**src/hw/rtl/mlfd_pkg.sv**
```systemverilog
// Shared types and constants for the marker/length frame deframer.
// No dependencies; used by mlfd_core and the top level.
package mlfd_pkg;

    localparam int unsigned WordWidth   = 32;
    localparam int unsigned LengthWidth = 10;
    localparam int unsigned ByteWidth   = 8;

    // Configuration register indexes.
    localparam logic [1:0] CFG_HEAD_MARKER = 2'd0;
    localparam logic [1:0] CFG_TAIL_MARKER = 2'd1;
    localparam logic [1:0] CFG_MAX_LENGTH  = 2'd2;

    // Register reset values.
    localparam logic [WordWidth-1:0]   HEAD_MARKER_RESET = 32'h0000_0101;
    localparam logic [WordWidth-1:0]   TAIL_MARKER_RESET = 32'h0000_0202;
    localparam logic [LengthWidth-1:0] MAX_LENGTH_RESET  = 10'd1008;

    typedef enum logic [1:0] {
        KIND_DATA    = 2'd0,
        KIND_GOOD    = 2'd1,
        KIND_BADTAIL = 2'd2,
        KIND_TOOLONG = 2'd3
    } kind_t;

    // One result item as produced by the core for an accepted byte.
    typedef struct packed {
        logic                   valid;
        kind_t                  kind;
        logic [ByteWidth-1:0]   data;
        logic [LengthWidth-1:0] length;
        logic                   last;
    } result_t;

endpackage

```
**src/hw/rtl/marker_length_frame_deframer_unit.sv**
```systemverilog
// Top level of the marker/length frame deframer: configuration registers,
// the parsing core and the registered result channel.
// Depends on mlfd_pkg and mlfd_core.

// The deframer takes one received byte per cycle and recovers frames made of
// a big-endian head marker, type word, length word, payload and tail marker.
// Every accepted byte is handled in the cycle it is accepted and its result,
// if any, appears in the output register on the next cycle, so the sustained
// rate is one byte per cycle; s_ready drops only while a held result is not
// taken. Payload bytes come out with kind 0, and each frame ends with one
// status transfer (good, tail mismatch, or length too large) with m_out_last
// set. Lengths above the smaller of max_length and BUFFER_BYTES - 16 are
// rejected, and after any error the block hunts for the head marker again,
// one byte at a time. Configuration writes are always ready and should be
// issued while no frame is in progress.
module marker_length_frame_deframer_unit #(
    parameter int unsigned BUFFER_BYTES = 1024
) (
    input  logic                                aclk,
    input  logic                                aresetn,

    input  logic                                cfg_valid,
    output logic                                cfg_ready,
    input  logic [1:0]                          cfg_index,
    input  logic [mlfd_pkg::WordWidth-1:0]      cfg_data,

    input  logic                                s_valid,
    output logic                                s_ready,
    input  logic [mlfd_pkg::ByteWidth-1:0]      s_rx_byte,

    output logic                                m_valid,
    input  logic                                m_ready,
    output logic [1:0]                          m_out_kind,
    output logic signed [mlfd_pkg::WordWidth-1:0] m_out_type,
    output logic [mlfd_pkg::ByteWidth-1:0]      m_out_byte,
    output logic [mlfd_pkg::LengthWidth-1:0]    m_out_length,
    output logic                                m_out_last
);

    logic [mlfd_pkg::WordWidth-1:0]     head_marker_reg;
    logic [mlfd_pkg::WordWidth-1:0]     tail_marker_reg;
    logic [mlfd_pkg::LengthWidth-1:0]   max_length_reg;

    logic                               m_valid_reg;
    mlfd_pkg::kind_t                    kind_reg;
    logic [mlfd_pkg::WordWidth-1:0]     type_reg;
    logic [mlfd_pkg::ByteWidth-1:0]     byte_reg;
    logic [mlfd_pkg::LengthWidth-1:0]   length_reg;
    logic                               last_reg;

    logic                               accept;
    mlfd_pkg::result_t                  result;
    logic [mlfd_pkg::WordWidth-1:0]     frame_type;

    assign cfg_ready = 1'b1;
    assign s_ready   = !m_valid_reg || m_ready;
    assign accept    = s_valid && s_ready;

    always_ff @(posedge aclk) begin
        if (!aresetn) begin
            head_marker_reg <= mlfd_pkg::HEAD_MARKER_RESET;
            tail_marker_reg <= mlfd_pkg::TAIL_MARKER_RESET;
            max_length_reg  <= mlfd_pkg::MAX_LENGTH_RESET;
        end else if (cfg_valid) begin
            case (cfg_index)
                mlfd_pkg::CFG_HEAD_MARKER: head_marker_reg <= cfg_data;
                mlfd_pkg::CFG_TAIL_MARKER: tail_marker_reg <= cfg_data;
                mlfd_pkg::CFG_MAX_LENGTH:  max_length_reg  <= cfg_data[mlfd_pkg::LengthWidth-1:0];
                default: ;
            endcase
        end
    end

    mlfd_core #(
        .BUFFER_BYTES(BUFFER_BYTES)
    ) u_core (
        .aclk        (aclk),
        .aresetn     (aresetn),
        .accept      (accept),
        .rx_byte     (s_rx_byte),
        .head_marker (head_marker_reg),
        .tail_marker (tail_marker_reg),
        .max_length  (max_length_reg),
        .result      (result),
        .frame_type  (frame_type)
    );

    // The output register is loaded whenever the accepted byte yields a result;
    // s_ready guarantees any held result has been transferred by then.
    always_ff @(posedge aclk) begin
        if (!aresetn) begin
            m_valid_reg <= 1'b0;
        end else if (accept && result.valid) begin
            m_valid_reg <= 1'b1;
        end else if (m_ready) begin
            m_valid_reg <= 1'b0;
        end
    end

    always_ff @(posedge aclk) begin
        if (accept && result.valid) begin
            kind_reg   <= result.kind;
            type_reg   <= frame_type;
            byte_reg   <= result.data;
            length_reg <= result.length;
            last_reg   <= result.last;
        end
    end

    assign m_valid      = m_valid_reg;
    assign m_out_kind   = kind_reg;
    assign m_out_type   = type_reg;
    assign m_out_byte   = byte_reg;
    assign m_out_length = length_reg;
    assign m_out_last   = last_reg;

endmodule

```
**src/hw/rtl/mlfd_core.sv**
```systemverilog
// Frame parsing state machine of the deframer: word assembly, head marker
// hunt, type and length capture, payload counting and tail check.
// Depends on mlfd_pkg.
module mlfd_core #(
    parameter int unsigned BUFFER_BYTES = 1024
) (
    input  logic                                aclk,
    input  logic                                aresetn,
    input  logic                                accept,
    input  logic [mlfd_pkg::ByteWidth-1:0]      rx_byte,
    input  logic [mlfd_pkg::WordWidth-1:0]      head_marker,
    input  logic [mlfd_pkg::WordWidth-1:0]      tail_marker,
    input  logic [mlfd_pkg::LengthWidth-1:0]    max_length,
    output mlfd_pkg::result_t                   result,
    output logic [mlfd_pkg::WordWidth-1:0]      frame_type
);

    localparam int unsigned BufferCap = (BUFFER_BYTES > 16) ? BUFFER_BYTES - 16 : 0;

    typedef enum logic [2:0] {
        PH_HUNT    = 3'd0,
        PH_TYPE    = 3'd1,
        PH_LEN     = 3'd2,
        PH_PAYLOAD = 3'd3,
        PH_TAIL    = 3'd4
    } phase_t;

    phase_t                             phase_reg, phase_next;
    logic [mlfd_pkg::WordWidth-1:0]     word_shift_reg, word_shift_next;
    logic [1:0]                         word_bytes_reg, word_bytes_next;
    logic [mlfd_pkg::WordWidth-1:0]     frame_type_reg, frame_type_next;
    logic [mlfd_pkg::LengthWidth-1:0]   frame_length_reg, frame_length_next;
    logic [mlfd_pkg::LengthWidth-1:0]   payload_count_reg, payload_count_next;

    logic [mlfd_pkg::WordWidth-1:0]     shifted;
    logic [mlfd_pkg::LengthWidth-1:0]   count_inc;
    logic [mlfd_pkg::WordWidth-1:0]     length_limit;

    assign shifted   = {word_shift_reg[mlfd_pkg::WordWidth-mlfd_pkg::ByteWidth-1:0], rx_byte};
    assign count_inc = payload_count_reg + mlfd_pkg::LengthWidth'(1);
    assign length_limit = (32'(BufferCap) < 32'(max_length)) ? 32'(BufferCap)
                                                             : 32'(max_length);
    assign frame_type = frame_type_reg;

    always_comb begin
        phase_next         = phase_reg;
        word_shift_next    = word_shift_reg;
        word_bytes_next    = word_bytes_reg;
        frame_type_next    = frame_type_reg;
        frame_length_next  = frame_length_reg;
        payload_count_next = payload_count_reg;
        result             = '0;

        if (accept) begin
            if (phase_reg == PH_PAYLOAD) begin
                result.valid       = 1'b1;
                result.kind        = mlfd_pkg::KIND_DATA;
                result.data        = rx_byte;
                result.length      = frame_length_reg;
                payload_count_next = count_inc;
                if (count_inc >= frame_length_reg) begin
                    phase_next      = PH_TAIL;
                    word_shift_next = '0;
                    word_bytes_next = '0;
                end
            end else begin
                word_shift_next = shifted;
                if (word_bytes_reg != 2'd3) begin
                    word_bytes_next = word_bytes_reg + 2'd1;
                end else begin
                    case (phase_reg)
                        PH_TYPE: begin
                            frame_type_next = shifted;
                            phase_next      = PH_LEN;
                            word_shift_next = '0;
                            word_bytes_next = '0;
                        end
                        PH_LEN: begin
                            word_shift_next = '0;
                            word_bytes_next = '0;
                            if (shifted > length_limit) begin
                                result.valid = 1'b1;
                                result.kind  = mlfd_pkg::KIND_TOOLONG;
                                result.last  = 1'b1;
                                phase_next   = PH_HUNT;
                            end else begin
                                frame_length_next  = shifted[mlfd_pkg::LengthWidth-1:0];
                                payload_count_next = '0;
                                phase_next = (shifted[mlfd_pkg::LengthWidth-1:0] == '0)
                                             ? PH_TAIL : PH_PAYLOAD;
                            end
                        end
                        PH_TAIL: begin
                            result.valid    = 1'b1;
                            result.kind     = (shifted == tail_marker)
                                              ? mlfd_pkg::KIND_GOOD : mlfd_pkg::KIND_BADTAIL;
                            result.length   = frame_length_reg;
                            result.last     = 1'b1;
                            phase_next      = PH_HUNT;
                            word_shift_next = '0;
                            word_bytes_next = '0;
                        end
                        default: begin
                            // Hunting: the window keeps sliding until it matches.
                            if (shifted == head_marker) begin
                                phase_next      = PH_TYPE;
                                word_shift_next = '0;
                                word_bytes_next = '0;
                            end else begin
                                phase_next = PH_HUNT;
                            end
                        end
                    endcase
                end
            end
        end
    end

    always_ff @(posedge aclk) begin
        if (!aresetn) begin
            phase_reg         <= PH_HUNT;
            word_shift_reg    <= '0;
            word_bytes_reg    <= '0;
            frame_type_reg    <= '0;
            frame_length_reg  <= '0;
            payload_count_reg <= '0;
        end else begin
            phase_reg         <= phase_next;
            word_shift_reg    <= word_shift_next;
            word_bytes_reg    <= word_bytes_next;
            frame_type_reg    <= frame_type_next;
            frame_length_reg  <= frame_length_next;
            payload_count_reg <= payload_count_next;
        end
    end

endmodule

```
**config.mk**
```make
export PLATFORM = sky130hd
export DESIGN_NAME = marker_length_frame_deframer_unit
export DESIGN_NICKNAME = d
export VERILOG_FILES = /design/src/hw/rtl/mlfd_pkg.sv /design/src/hw/rtl/marker_length_frame_deframer_unit.sv /design/src/hw/rtl/mlfd_core.sv
export SDC_FILE = /design/constraint.sdc
export NUM_CORES = 1
export LEC_CHECK = 0
export BUFFER_PORTS_ARGS = -buffer_cell sky130_fd_sc_hd__buf_2
export CORE_MARGIN = 5
export CORE_UTILIZATION = 55
export CTS_CLUSTER_SIZE = 28
export DETAILED_ROUTE_END_ITERATION = 8
export GPL_ROUTABILITY_DRIVEN = 0
export PLACE_DENSITY = 0.77
export SETUP_SLACK_MARGIN = 0.1
export SYNTH_ARGS = -nofsm -noshare
export SYNTH_HDL_FRONTEND = slang
export SYNTH_SLANG_ARGS = --single-unit
```
**constraint.sdc**
```tcl
create_clock -name aclk -period 10.79 [get_ports aclk]
set_input_delay 0.5395 -clock aclk [delete_from_list [all_inputs] [get_ports aclk]]
set_output_delay 0.5395 -clock aclk [all_outputs]
set_load 0.01 [all_outputs]
```
[After elaboration in Yosys (flattened, before gate mapping)]
Index checks and enable logic that the tools add are counted.
Storage, ports and cells
  logic and storage cells: 94
  flip-flop bits (word level): 209
Operators by class
  order comparisons: 3
  bitwise gates (word level): 4
  reduce and logical (&&, ||, !) cells: 21
  eq/ne operators: 12
  $add $sub $neg: 2
  multiplexer cells: 37
Operators by type and width (count)
  2-to-1 mux 24 bit: 5
  2-to-1 mux 10 bit: 7
  == test 32 bit: 2
  > comparator 32 x 10 -> 1 bit: 1
  2-to-1 mux 3 bit: 8
  2-to-1 mux 22 bit: 1
  2-to-1 mux 2 bit: 6
  2-to-1 mux 11 bit: 1
  adder 10 x 1 -> 10 bit, second input constant: 1
  >= comparator 10 bit: 1
  zero test 10 bit: 1
  less-than comparator 10 bit, first input constant: 1
  AND reduction 2 bit: 5
  case mux 3 bit (3 select lines): 1
  2-to-1 mux 8 bit: 1
  AND reduction 4 bit: 2
  == test 3 x 2 -> 1 bit, second input constant: 2
  case mux 3 bit (2 select lines): 1
  AND reduction 3 bit: 2
  OR reduction 3 bit: 2
  2-to-1 mux 1 bit: 5
  AND reduction 5 bit: 1
  != test 2 x 1 -> 1 bit, second input constant: 2
  != test 2 bit, second input constant: 2
  13 further kinds: 18

[Logic depth before layout (Yosys ltp)]
  depth after elaboration: 10
  gate-level depth with buffers: 12
  depth with buffers taken out: 11

[Modules after synthesis]
Synthesis repeated with hierarchy kept, for this count alone.
Unflattened totals
  cells, all modules: 917
  area total of the unflattened synthesis: 9213.8 µm²
By module, submodules not included
  mlfd_core: area an instance 4631.9 µm², cells an instance 566, times used 1
  marker_length_frame_deframer_unit: area an instance 4581.9 µm², cells an instance 351, times used 1

[Worst setup path after synthesis]
No wires, ideal clock.
  path type: reg2reg
  from: register max_length_reg[9] in the netlist's numbering
  to: register byte_reg, in the netlist m_out_byte[0] (enable)
  cell stages (with the launch flop): 11
  data required time: 10240 ps
  setup time: 550 ps
  buffers on the path: 0
  period minus slack after synthesis: 6502 ps
  arrival: 5952 ps
  path slack: 4288 ps
  cells stage by stage: dfxtp_1 -> inv_1 -> or3_1 -> and2_1 -> ha_1 -> nand4_1 -> nor3_1 -> a21oi_1 -> a2bb2oi_1 -> o21ai_0 -> a221oi_1
Between the ends
  longest elaborated chain between the ends: 9
RTL lines
  start: declaration: RTL line marker_length_frame_deframer_unit.sv:42  | logic [mlfd_pkg::LengthWidth-1:0] max_length_reg;
  start signal: assignment: RTL line marker_length_frame_deframer_unit.sv:63  | max_length_reg <= mlfd_pkg::MAX_LENGTH_RESET;
  start signal: assignment: RTL line marker_length_frame_deframer_unit.sv:68  | mlfd_pkg::CFG_MAX_LENGTH: max_length_reg <= cfg_data[mlfd_pkg::LengthWidth-1:0];
  less-than comparator 10 bit: RTL line mlfd_core.sv:41  | assign length_limit = (32'(BufferCap) < 32'(max_length)) ? 32'(BufferCap)
  2-to-1 mux 10 bit *: RTL line mlfd_core.sv:41
  > comparator 32 x 10 -> 1 bit *: RTL line mlfd_core.sv:81  | if (shifted > length_limit) begin
  2-to-1 mux 3 bit *: RTL line mlfd_core.sv:81
  case mux 3 bit (2 select lines) *: RTL line mlfd_core.sv:71  | case (phase_reg)
  2-to-1 mux 3 bit *: RTL line mlfd_core.sv:68  | if (word_bytes_reg != 2'd3) begin
  2-to-1 mux 3 bit *: RTL line mlfd_core.sv:55  | if (phase_reg == PH_PAYLOAD) begin
  2-to-1 mux 22 bit *: RTL line mlfd_core.sv:54  | if (accept) begin
  logical AND 1 bit *: RTL line marker_length_frame_deframer_unit.sv:101  | if (accept && result.valid) begin
  end signal: assignment: RTL line marker_length_frame_deframer_unit.sv:104  | byte_reg <= result.data;
  end: declaration: RTL line marker_length_frame_deframer_unit.sv:47  | logic [mlfd_pkg::ByteWidth-1:0] byte_reg;
Mark *: on every way between the ends. The rest lies on a longest branch, timed or not.
A chain may end at the register's enable or synchronous reset.

[Worst setup path after layout]
  from: register max_length_reg[9] in the netlist's numbering
  to: register type_reg, in the netlist m_out_type[23] (enable)
Between the ends
  longest elaborated chain between the ends: 9
RTL lines
  less-than comparator 10 bit: RTL line mlfd_core.sv:41
  2-to-1 mux 10 bit *: RTL line mlfd_core.sv:41
  > comparator 32 x 10 -> 1 bit *: RTL line mlfd_core.sv:81
  2-to-1 mux 3 bit *: RTL line mlfd_core.sv:81
  case mux 3 bit (2 select lines) *: RTL line mlfd_core.sv:71
  2-to-1 mux 3 bit *: RTL line mlfd_core.sv:68
  2-to-1 mux 3 bit *: RTL line mlfd_core.sv:55
  2-to-1 mux 22 bit *: RTL line mlfd_core.sv:54
  logical AND 1 bit *: RTL line marker_length_frame_deframer_unit.sv:101
  end signal: assignment: RTL line marker_length_frame_deframer_unit.sv:103  | type_reg <= frame_type;
  end: declaration: RTL line marker_length_frame_deframer_unit.sv:46  | logic [mlfd_pkg::WordWidth-1:0] type_reg;
Marks and branches as above.

==> flow_summary.json <==
{
  "instances_no_fill": 1263,
  "finalSetupTns_ns": 0,
  "synth_commonest_cells": "199 x nand2_1, 156 x dfxtp_1, 80 x a21oi_1",
  "worstRegToRegCells": 11,
  "crit_family": "compound AO/OA/AOI/OAI gates",
  "path_buf_inv": 2,
  "rr_endpoint": "m_out_type[23]",
  "cts_root_buf": "clkbuf_16",
  "ys.flop_type": "dfxtp_1",
  "ctsResizeCount": 0,
  "cts_setup_buffers": 0,
  "fin_nets": 1096,
  "area_growth_pct": 13.1,
  "crit_path_start_kind": "flop",
  "min_path_cells": 3,
  "crit_type": "flop to flop",
  "ys_ff_latch": 209,
  "tightest_slew_ns": 1.11,
  "p_sw_share_pct": 23.1,
  "hold_path_class": "input port to flop",
  "antenna_found_initial": 0,
  "cp-end-kind": "flop",
  "dr.pass1.iters": 5,
  "die_width_um": 139,
  "leakagePower_nw": 4.18,
  "vias_per_cell": 5.62,
  "grt_pass1_wl_um": 34600,
  "cts_made_buffers": 22,
  "grt_max_degree": 84,
  "wl_per_cell_um": 17.6,
  "synthArstFlopShare_pct": 0,
  "floorplan.initialDensity_pct": 55.5,
  "crit_fanout": 53,
  "dpl.cell_count": 1223,
  "min_from": "cfg_data[28]",
  "io_pins": 103,
  "rows": 47,
  "place_area_um2": 9650,
  "drt_iter0_markers": 564,
  "holdPathEnd": "tail_marker_reg[28]",
  "rsz0062_at_grt": "false",
  "vias": 7093,
  "hpwl_um": 15300,
  "period_share_pct": 32.3,
  "fin_area_um2": 10300,
  "crit_chain": "inv_1, or3_1, and2_1, ha_1, nand4_1, nor3_1, a21oi_1, a2bb2oi_1, o21ai_0, a221oi_4, buf_4",
  "synth_nets": 1037,
  "period_needed_ns": 3.49,
  "synth_area_leaders": "dfxtp_1 34%, edfxtp_1 17%, nand2_1 8.2%, mux2i_1 4.6%, a21oi_1 4.4%",
  "outcome": "finished, final reports clean",
  "powerDensity_nw_per_um2": 159,
  "cpPeakStageDelay_ns": 0.56,
  "drv_slew": 0,
  "synth_top_area_share_pct": 34.2,
  "holdBufCountCts": 0,
  "p_comb_share_pct": 6.3,
  "reg2reg_slack_ns": 7.30,
  "dieHeight_um": 139,
  "setup_viol": 0,
  "seq_power_share_pct": 50.6,
  "fp.coreArea_um2": 16500,
  "seq_area_frac_synth_pct": 51.6,
  "ir_drop_mv": 0.117,
  "cp.required_ns": 10.92,
  "cts.clk_slew.worst_paths_ns": 0.06,
  "synthesis.area_um2": 9140,
  "antenna_left": 0,
  "grt_usage_pct": 22.0,
  "yosys.area.top_type": "dfxtp_1",
  "die-area_um2": 19300,
  "yosysWarnings": 0,
  "ys_types": 56,
  "synth.avg_cell_area_um2": 9.44,
  "netlist_instances": 968,
  "fillers": 1405,
  "p_int_mw": 1.26,
  "drc": 0,
  "fmax_ghz": 0.287,
  "drv_cap": 0,
  "drive_gt1_share_pct": 15.2,
  "wl_um": 22200,
  "clk_path_buf_depth": 3,
  "clkPwrFrac_pct": 43.2,
  "reg2reg_from": "max_length_reg[9]",
  "cts_sinks": 209,
  "clock_latency_ns": 0.50,
  "maxSlewHeadroom_pct": 25.6,
  "p_sw_mw": 0.378,
  "grt_remaining_overflow": 0,
  "grt_pass1_vias": 6431,
  "io_buffers": 101,
  "hold_violations": 0,
  "antennaDiodeCount": 0,
  "slowest_stage": "buf_4",
  "cts-htree-levels": 1,
  "arrival_ns": 3.62,
  "cts_tree": "done",
  "yosysMostFrequentCell": "nand2_1",
  "synth-edff-count": 53,
  "clock-skew-final_ns": 0.0105
}
[metrics by stage]
step / total power [mW] / worst slack (ns) / util (%) / hold slack [ns]
3_3_place_gp: 0.945 / 7.46 / 58.6 / 0.414
2_1_floorplan: 0.913 / 4.29 / - / 0.408
6_report: 1.64 / 7.30 / 62.8 / 0.294
5_1_grt: 1.70 / 7.10 / 62.8 / 0.290
3_5_place_dp: 0.947 / 7.35 / 58.6 / 0.419
4_1_cts: 1.65 / 7.34 / 62.8 / 0.281
[power by group through the flow]
| stage | clock (mW) | sequential, mW | combinational (mW) |
|---|---|---|---|
| floorplan | 0 | 0.836 | 0.0770 |
| global placement | 0 | 0.845 | 0.0992 |
| detailed placement | 0 | 0.846 | 0.101 |
| CTS | 0.716 | 0.829 | 0.102 |
| global route | 0.754 | 0.831 | 0.112 |
| finish | 0.708 | 0.829 | 0.103 |
[area by class of cell]
| cell class | instances | area [µm²] | share of cell area [%] |
|---|---|---|---|
| flip-flops and latches | 209 | 4710 | 45.6 |
| multi-input cells | 664 | 4020 | 38.9 |
| clock buffers | 25 | 583 | 5.64 |
| repair buffers | 109 | 566 | 5.47 |
| well taps | 220 | 275 | 2.66 |
| clock inverters | 15 | 98.8 | 0.956 |
| inverters | 21 | 78.8 | 0.763 |
[cells in the final DEF, fill, tap and decap left out, drive strengths merged, types with 35 or more instances in the layout]
master  count
xor2       35
nor2       55
xnor2      38
a21oi      80
dfxtp     156
nand2     199
nand3      35
edfxtp     53
buf       109
mux2i      42
[routing by layer]
metal | wire length (µm) | vias up | track usage, %
li1 | - | 3433 | -
met1 | 9850 | 3339 | 32.4
met2 | 9910 | 288 | 33.4
met3 | 1990 | 33 | 4.07
met4 | 442 | 0 | 5.66
met5 | 0 | - | 0
[worst max path at each step]
| stage | from | end | slack [ns] | cells after the start |
|---|---|---|---|---|
| finish | max_length_reg[9] | m_out_type[23] | 7.30 | 11 |
| floorplan | max_length_reg[9] | m_out_byte[0] | 4.29 | 10 |
| global placement | max_length_reg[9] | m_out_type[23] | 7.46 | 11 |
| detailed placement | max_length_reg[7] | m_out_type[23] | 7.35 | 11 |
| global route | max_length_reg[7] | m_out_type[23] | 7.10 | 11 |
| CTS | max_length_reg[7] | m_out_type[23] | 7.34 | 11 |
[cell families after synthesis]
family / count (synthesis) / share of synthesized area [%]
xor gates and xnor gates: 73 / 7.00
AOI/OAI and AO/OA: 155 / 10.1
adders and majority gates: 22 / 3.01
and+or+nand+nor: 371 / 18.8
other: 1 / 0.0410
buffers and inverters: 95 / 4.85
DFF: 209 / 51.6
muxes: 42 / 4.60
[tightest hold or removal path: cells and delay by family]
| kind | cells | cell delay [ns] |
|---|---|---|
| buffers and inverters | 1 | 0.10 |
| AND/OR/NAND/NOR | 1 | 0.05 |
| AO/OA/AOI/OAI | 1 | 0.05 |
(Power assumes the default switching activity.)
